<file path="config.mk">
export PLATFORM = sky130hd
export DESIGN_NAME = ppe_horner
export DESIGN_NICKNAME = d
export VERILOG_FILES = /design/src/rtl/ppe_pkg.sv /design/src/rtl/ppe_horner.sv
export SDC_FILE = /design/constraint.sdc
export NUM_CORES = 2
export LEC_CHECK = 0
export ABC_CLOCK_PERIOD_IN_PS = 24800
export BUFFER_PORTS_ARGS = -buffer_cell sky130_fd_sc_hd__buf_2
export CAP_MARGIN = 10
export CORE_ASPECT_RATIO = 2
export CORE_MARGIN = 4
export CORE_UTILIZATION = 55
export DETAILED_ROUTE_END_ITERATION = 7
export PLACE_DENSITY_LB_ADDON = 0.05
export SLEW_MARGIN = 20
export SYNTH_ARGS = -nofsm -noshare
export SYNTH_HDL_FRONTEND = slang
export SYNTH_SLANG_ARGS = --single-unit
</file>
<file path="constraint.sdc">
create_clock -name clk -period 24.8 [get_ports clk]
set_input_delay 0 -clock clk [delete_from_list [all_inputs] [get_ports clk]]
set_output_delay 0 -clock clk [all_outputs]
set_load 0.1 [all_outputs]
</file>
<file path="src/rtl/ppe_pkg.sv">
// Shared constants, word types and codes of the piecewise polynomial evaluator.
package ppe_pkg;

    localparam int MAX_PIECES = 32;
    localparam int MAX_ORDER  = 8;
    localparam int FRAC_BITS  = 16;
    localparam int Q_W        = 32;

    localparam int PIECE_W  = $clog2(MAX_PIECES);
    localparam int ORDER_W  = $clog2(MAX_ORDER);
    localparam int BRK_AW   = $clog2(MAX_PIECES + 1);
    localparam int COEF_AW  = PIECE_W + ORDER_W;
    localparam int NP_W     = 6;
    localparam int ORD_W    = 4;

    localparam int CFG_IDX_W  = 2;
    localparam int CFG_DATA_W = 8;

    localparam logic [CFG_IDX_W-1:0] CFG_NUM_PIECES = 2'd0;
    localparam logic [CFG_IDX_W-1:0] CFG_POLY_ORDER = 2'd1;

    typedef enum logic [1:0] {
        OP_LOAD_BRK  = 2'd0,
        OP_LOAD_COEF = 2'd1,
        OP_EVAL      = 2'd2
    } opcode_t;

    typedef struct packed {
        logic [1:0]            opcode;
        logic [5:0]            piece_index;
        logic [2:0]            power_index;
        logic signed [Q_W-1:0] data_value;
        logic signed [Q_W-1:0] query_x;
    } cmd_word_t;

    typedef struct packed {
        logic signed [Q_W-1:0] y_value;
        logic                  overflow;
    } rsp_word_t;

    typedef struct packed {
        logic load_u;
        logic load_y0;
        logic mul;
        logic add;
    } horner_ctl_t;

    typedef enum logic [3:0] {
        ST_IDLE,
        ST_B0,
        ST_BN,
        ST_BCHK,
        ST_SCAN,
        ST_BJ,
        ST_U,
        ST_C0,
        ST_MUL,
        ST_ADD,
        ST_DONE
    } state_t;

endpackage

</file>
<file path="src/rtl/ppe_horner.sv">
// Horner datapath: offset, registered multiply, shift, add and saturate.
module ppe_horner (
    input  logic                           clk,
    input  ppe_pkg::horner_ctl_t           ctl,
    input  logic signed [ppe_pkg::Q_W-1:0] x,
    input  logic signed [ppe_pkg::Q_W-1:0] brk,
    input  logic signed [ppe_pkg::Q_W-1:0] coef,
    output logic signed [ppe_pkg::Q_W-1:0] y,
    output logic                           ovf
);
    import ppe_pkg::*;

    localparam int PROD_W = 2 * Q_W;
    localparam int SH_W   = PROD_W - FRAC_BITS;
    localparam int SUM_W  = SH_W + 1;

    localparam logic signed [Q_W-1:0] Q_MAX = {1'b0, {(Q_W-1){1'b1}}};
    localparam logic signed [Q_W-1:0] Q_MIN = {1'b1, {(Q_W-1){1'b0}}};

    logic signed [Q_W-1:0]    u_reg, u_next;
    logic signed [Q_W-1:0]    y_reg, y_next;
    logic                     ovf_reg, ovf_next;
    logic signed [PROD_W-1:0] prod_reg;
    logic signed [Q_W:0]      diff;
    logic signed [SH_W-1:0]   shifted;
    logic signed [SUM_W-1:0]  sum;
    logic                     diff_ovf;
    logic                     sum_ovf;

    always_comb
    begin
        diff     = (Q_W+1)'(x) - (Q_W+1)'(brk);
        diff_ovf = diff[Q_W] != diff[Q_W-1];
        shifted  = SH_W'(prod_reg >>> FRAC_BITS);
        sum      = SUM_W'(shifted) + SUM_W'(coef);
        // in range only when every bit from the sign down to bit Q_W-1 agrees
        sum_ovf  = !((&sum[SUM_W-1:Q_W-1]) || !(|sum[SUM_W-1:Q_W-1]));

        u_next   = u_reg;
        y_next   = y_reg;
        ovf_next = ovf_reg;
        if (ctl.load_u)
        begin
            u_next   = diff_ovf ? (diff[Q_W] ? Q_MIN : Q_MAX) : diff[Q_W-1:0];
            ovf_next = diff_ovf;
        end
        if (ctl.load_y0)
        begin
            y_next = coef;
        end
        if (ctl.add)
        begin
            y_next   = sum_ovf ? (sum[SUM_W-1] ? Q_MIN : Q_MAX) : sum[Q_W-1:0];
            ovf_next = ovf_reg | sum_ovf;
        end
    end

    always_ff @(posedge clk)
    begin
        u_reg   <= u_next;
        y_reg   <= y_next;
        ovf_reg <= ovf_next;
        if (ctl.mul)
        begin
            prod_reg <= PROD_W'(y_reg) * PROD_W'(u_reg);
        end
    end

    assign y   = y_reg;
    assign ovf = ovf_reg;

endmodule

</file>
==> metrics <==
clock tree from TritonCTS built; pin count of the biggest net entering global routing 66; drt first pass iters 5; height of the die 408 µm; number of vias per cell 5.67; DRC 0; overall die width around 210 µm; Worst-Margin Slew about 1000 ps; kind of start point of the critical path register; Setup crit end kind register; synthesized net count 6070; # Max-Cap Violations 0; number of clock sinks seen by CTS approximately 110; number of flops mapped to enable cells by yosys approximately 110; sequential area share after synthesis 0.0771; area growth from synthesis to layout 5.24%; clock latency at the later pin of the worst-skew pair 420 ps; Total Negative Setup Slacks 0 ps; maximum clock frequency 110 MHz; average wire length per cell after detail routing approximately 24 µm; global-route usage over all layers 0.327; unrepaired setup endpoints after global routing no; final RePlAce weighted congestion around 0.9; Hold Path Class input pin to register; worst-path maximum fanout 33; fin crit share 0.366; Initial Util 0.555; Crit path arrival time between 9000 and 10000 ps; synthesized area per cell 9.52 µm²; final number of hold-violating endpoints 0; clock skew 19.8 ps; Primary FF master, synth edfxtp_1; number of endpoints failing setup at the final stage 0; Max Buffers Root-to-Sink 2; clock tree root driver cell clkbuf_16; Seq cells post-synth between 100 and 150; fill cell total of the finished layout a little over 7000; I/O Pins approximately 130; remaining antenna violation count after routing 0; worst hold-check slack around 25 ps; number of buffers added by the clock tree synthesis step 17; number of warnings reported in the yosys synthesis log 0; initial antenna violation count 4; CP Data Required Time approximately 25000 ps; number of nets in the layout 6072; critical path's largest stage delay 680 ps; Detailed Route Iter0 Violations 1579; Port Buf Inserts 133; via count between 30000 and 40000; share of final-layout standard cells stronger than drive strength 1 0.0616; final design utilization 0.584; critical path start-end classification register to register; area of the die 84900 µm²; Post-synth ARST share 0; number of pins exceeding their max-slew limit in the final report 0; Yosys cell types 83; gate count of the mapped netlist 4626; slowest library cell on the worst path a2111oi_0; residual overflow from global routing 0; minimum clock period after layout between 9000 and 10000 ps; number of rows in the core area around 150; setup fix buffers added after clock tree synthesis 0; standard cell core area 79300 µm²; HPWL after detailed placement 114000 µm; Max-Slew Margin vs Limit 0.301; number of global-route vias before repair ~36000; run status finished, final reports clean; netlist area before placement approximately 44000 µm²; critical path's most frequent cell fa_1; CTS H-tree lvls 4; global-route wire length before repair between 200000 and 250000 µm; clock input transition at the sequential cells of the worst setup and hold paths ~50 ps; number of flip-flops in the largest register 48; DRT Wirelength about 140000 µm
## through the flow
stage | instance area, µm² | cells | worst slack [ps]
floorplan | 44000 | 4626 | 16230
global placement | 45600 | 5640 | 15790
detailed placement | 45600 | 5640 | 15780
CTS | 46300 | 5676 | 15720
global route | 46300 | 5678 | 15280
finish | 46300 | 5678 | 15720
## cells in the final DEF (no fill, tap or decap), types with 5 or more instances in the layout
| cell type | instances |
|---|---|
| a211oi_1 | 17 |
| a21o_1 | 51 |
| a21oi_1 | 111 |
| a31oi_1 | 7 |
| and2_1 | 525 |
| and3_1 | 14 |
| and4_1 | 6 |
| buf_2 | 132 |
| buf_4 | 71 |
| bufinv_16 | 6 |
| clkbuf_16 | 17 |
| dlygate4sd3_1 | 5 |
| edfxtp_1 | 113 |
| fa_1 | 1083 |
| ha_1 | 260 |
| inv_1 | 999 |
| maj3_1 | 7 |
| nand2_1 | 556 |
| nand2b_1 | 23 |
| nand3_1 | 20 |
| nand4_1 | 16 |
| nor2_1 | 133 |
| nor2b_1 | 13 |
| nor3_1 | 25 |
| nor4_1 | 9 |
| o211ai_1 | 14 |
| o21a_1 | 15 |
| o21ai_0 | 78 |
| o21ai_1 | 28 |
| o21bai_1 | 21 |
| o22ai_2 | 30 |
| o31ai_1 | 5 |
| o41ai_1 | 6 |
| or2_2 | 5 |
| or3_1 | 10 |
| xnor2_1 | 86 |
| xor2_1 | 35 |
## synth_stat cells (13+ instances only)
master,n,area (µm²)
fa_1,1083,21700
inv_1,999,3750
nand2_1,556,2090
and2_1,525,3280
ha_1,260,3250
clkbuf_1,208,781
nor2_1,133,499
edfxtp_1,113,3390
a21oi_1,111,556
xnor2_1,86,753
o21ai_0,78,390
a21o_1,51,383
xor2_1,35,307
o22ai_2,30,375
o21ai_1,28,140
nor3_1,25,125
nand2b_1,23,144
o21bai_1,21,158
nand3_1,20,100
a211oi_1,17,128
nand4_1,16,100
o21a_1,16,120
and3_1,14,87.6
o211ai_1,14,105
nor2b_1,13,81.3
## layer usage
| layer | up-vias | GRT usage | part of all wire |
|---|---|---|---|
| li1 | 13900 | - | - |
| met1 | 16800 | 0.312 | 0.29 |
| met2 | 1023 | 0.649 | 0.58 |
| met3 | 458 | 0.0249 | 0.032 |
| met4 | 0 | 0.222 | 0.092 |
| met5 | - | 0 | 0 |
## worst paths after layout
kind	slack [ps]	start	endpoint	cells past startpoint
min reg2reg	690	ovf	ovf	2
max	15720	y[9]	prod_reg[63]	28
max reg2reg	15720	y[9]	prod_reg[63]	28
min	20	coef[2]	y[2]	3
## cell type report
type | count | area [µm²] | area share
tap | 1036 | 1300 | 0.0280
inverter | 999 | 3750 | 0.0809
timing repair buffer | 208 | 1240 | 0.0268
antenna | 2 | 5.00 | 0.000108
sequential | 113 | 3390 | 0.0732
clock inverter | 14 | 219 | 0.00473
clock buffer | 17 | 425 | 0.00918
multi-input combinational | 3289 | 36000 | 0.777
## worst max-delay path: cells and delay by family, from the launching register on
family / cells / cell delay (ps)
buffers and inverters: 6 / 660
AO/OA/AOI/OAI: 10 / 2680
AND/OR/NAND/NOR: 2 / 710
XOR/XNOR: 1 / 130
flip-flops: 1 / 320
adder cells (fa/ha/maj): 9 / 4290
## kinds of logic after synthesis
group                    synth area share
buffers and inverters               0.105
adder cells (fa/ha/maj)             0.568
multiplexers                     0.000767
flip-flops                         0.0771
AO/OA/AOI/OAI                      0.0698
AND/OR/NAND/NOR                     0.155
XOR/XNOR                           0.0241
## timing repair
action,in CTS,in global routing
hold buffers,5,0
gates resized for setup,0,0
endpoints found under the hold margin,5,0
Power is not shown: default switching activity piles up to over one toggle a cycle in this logic, so the estimate is an artifact.
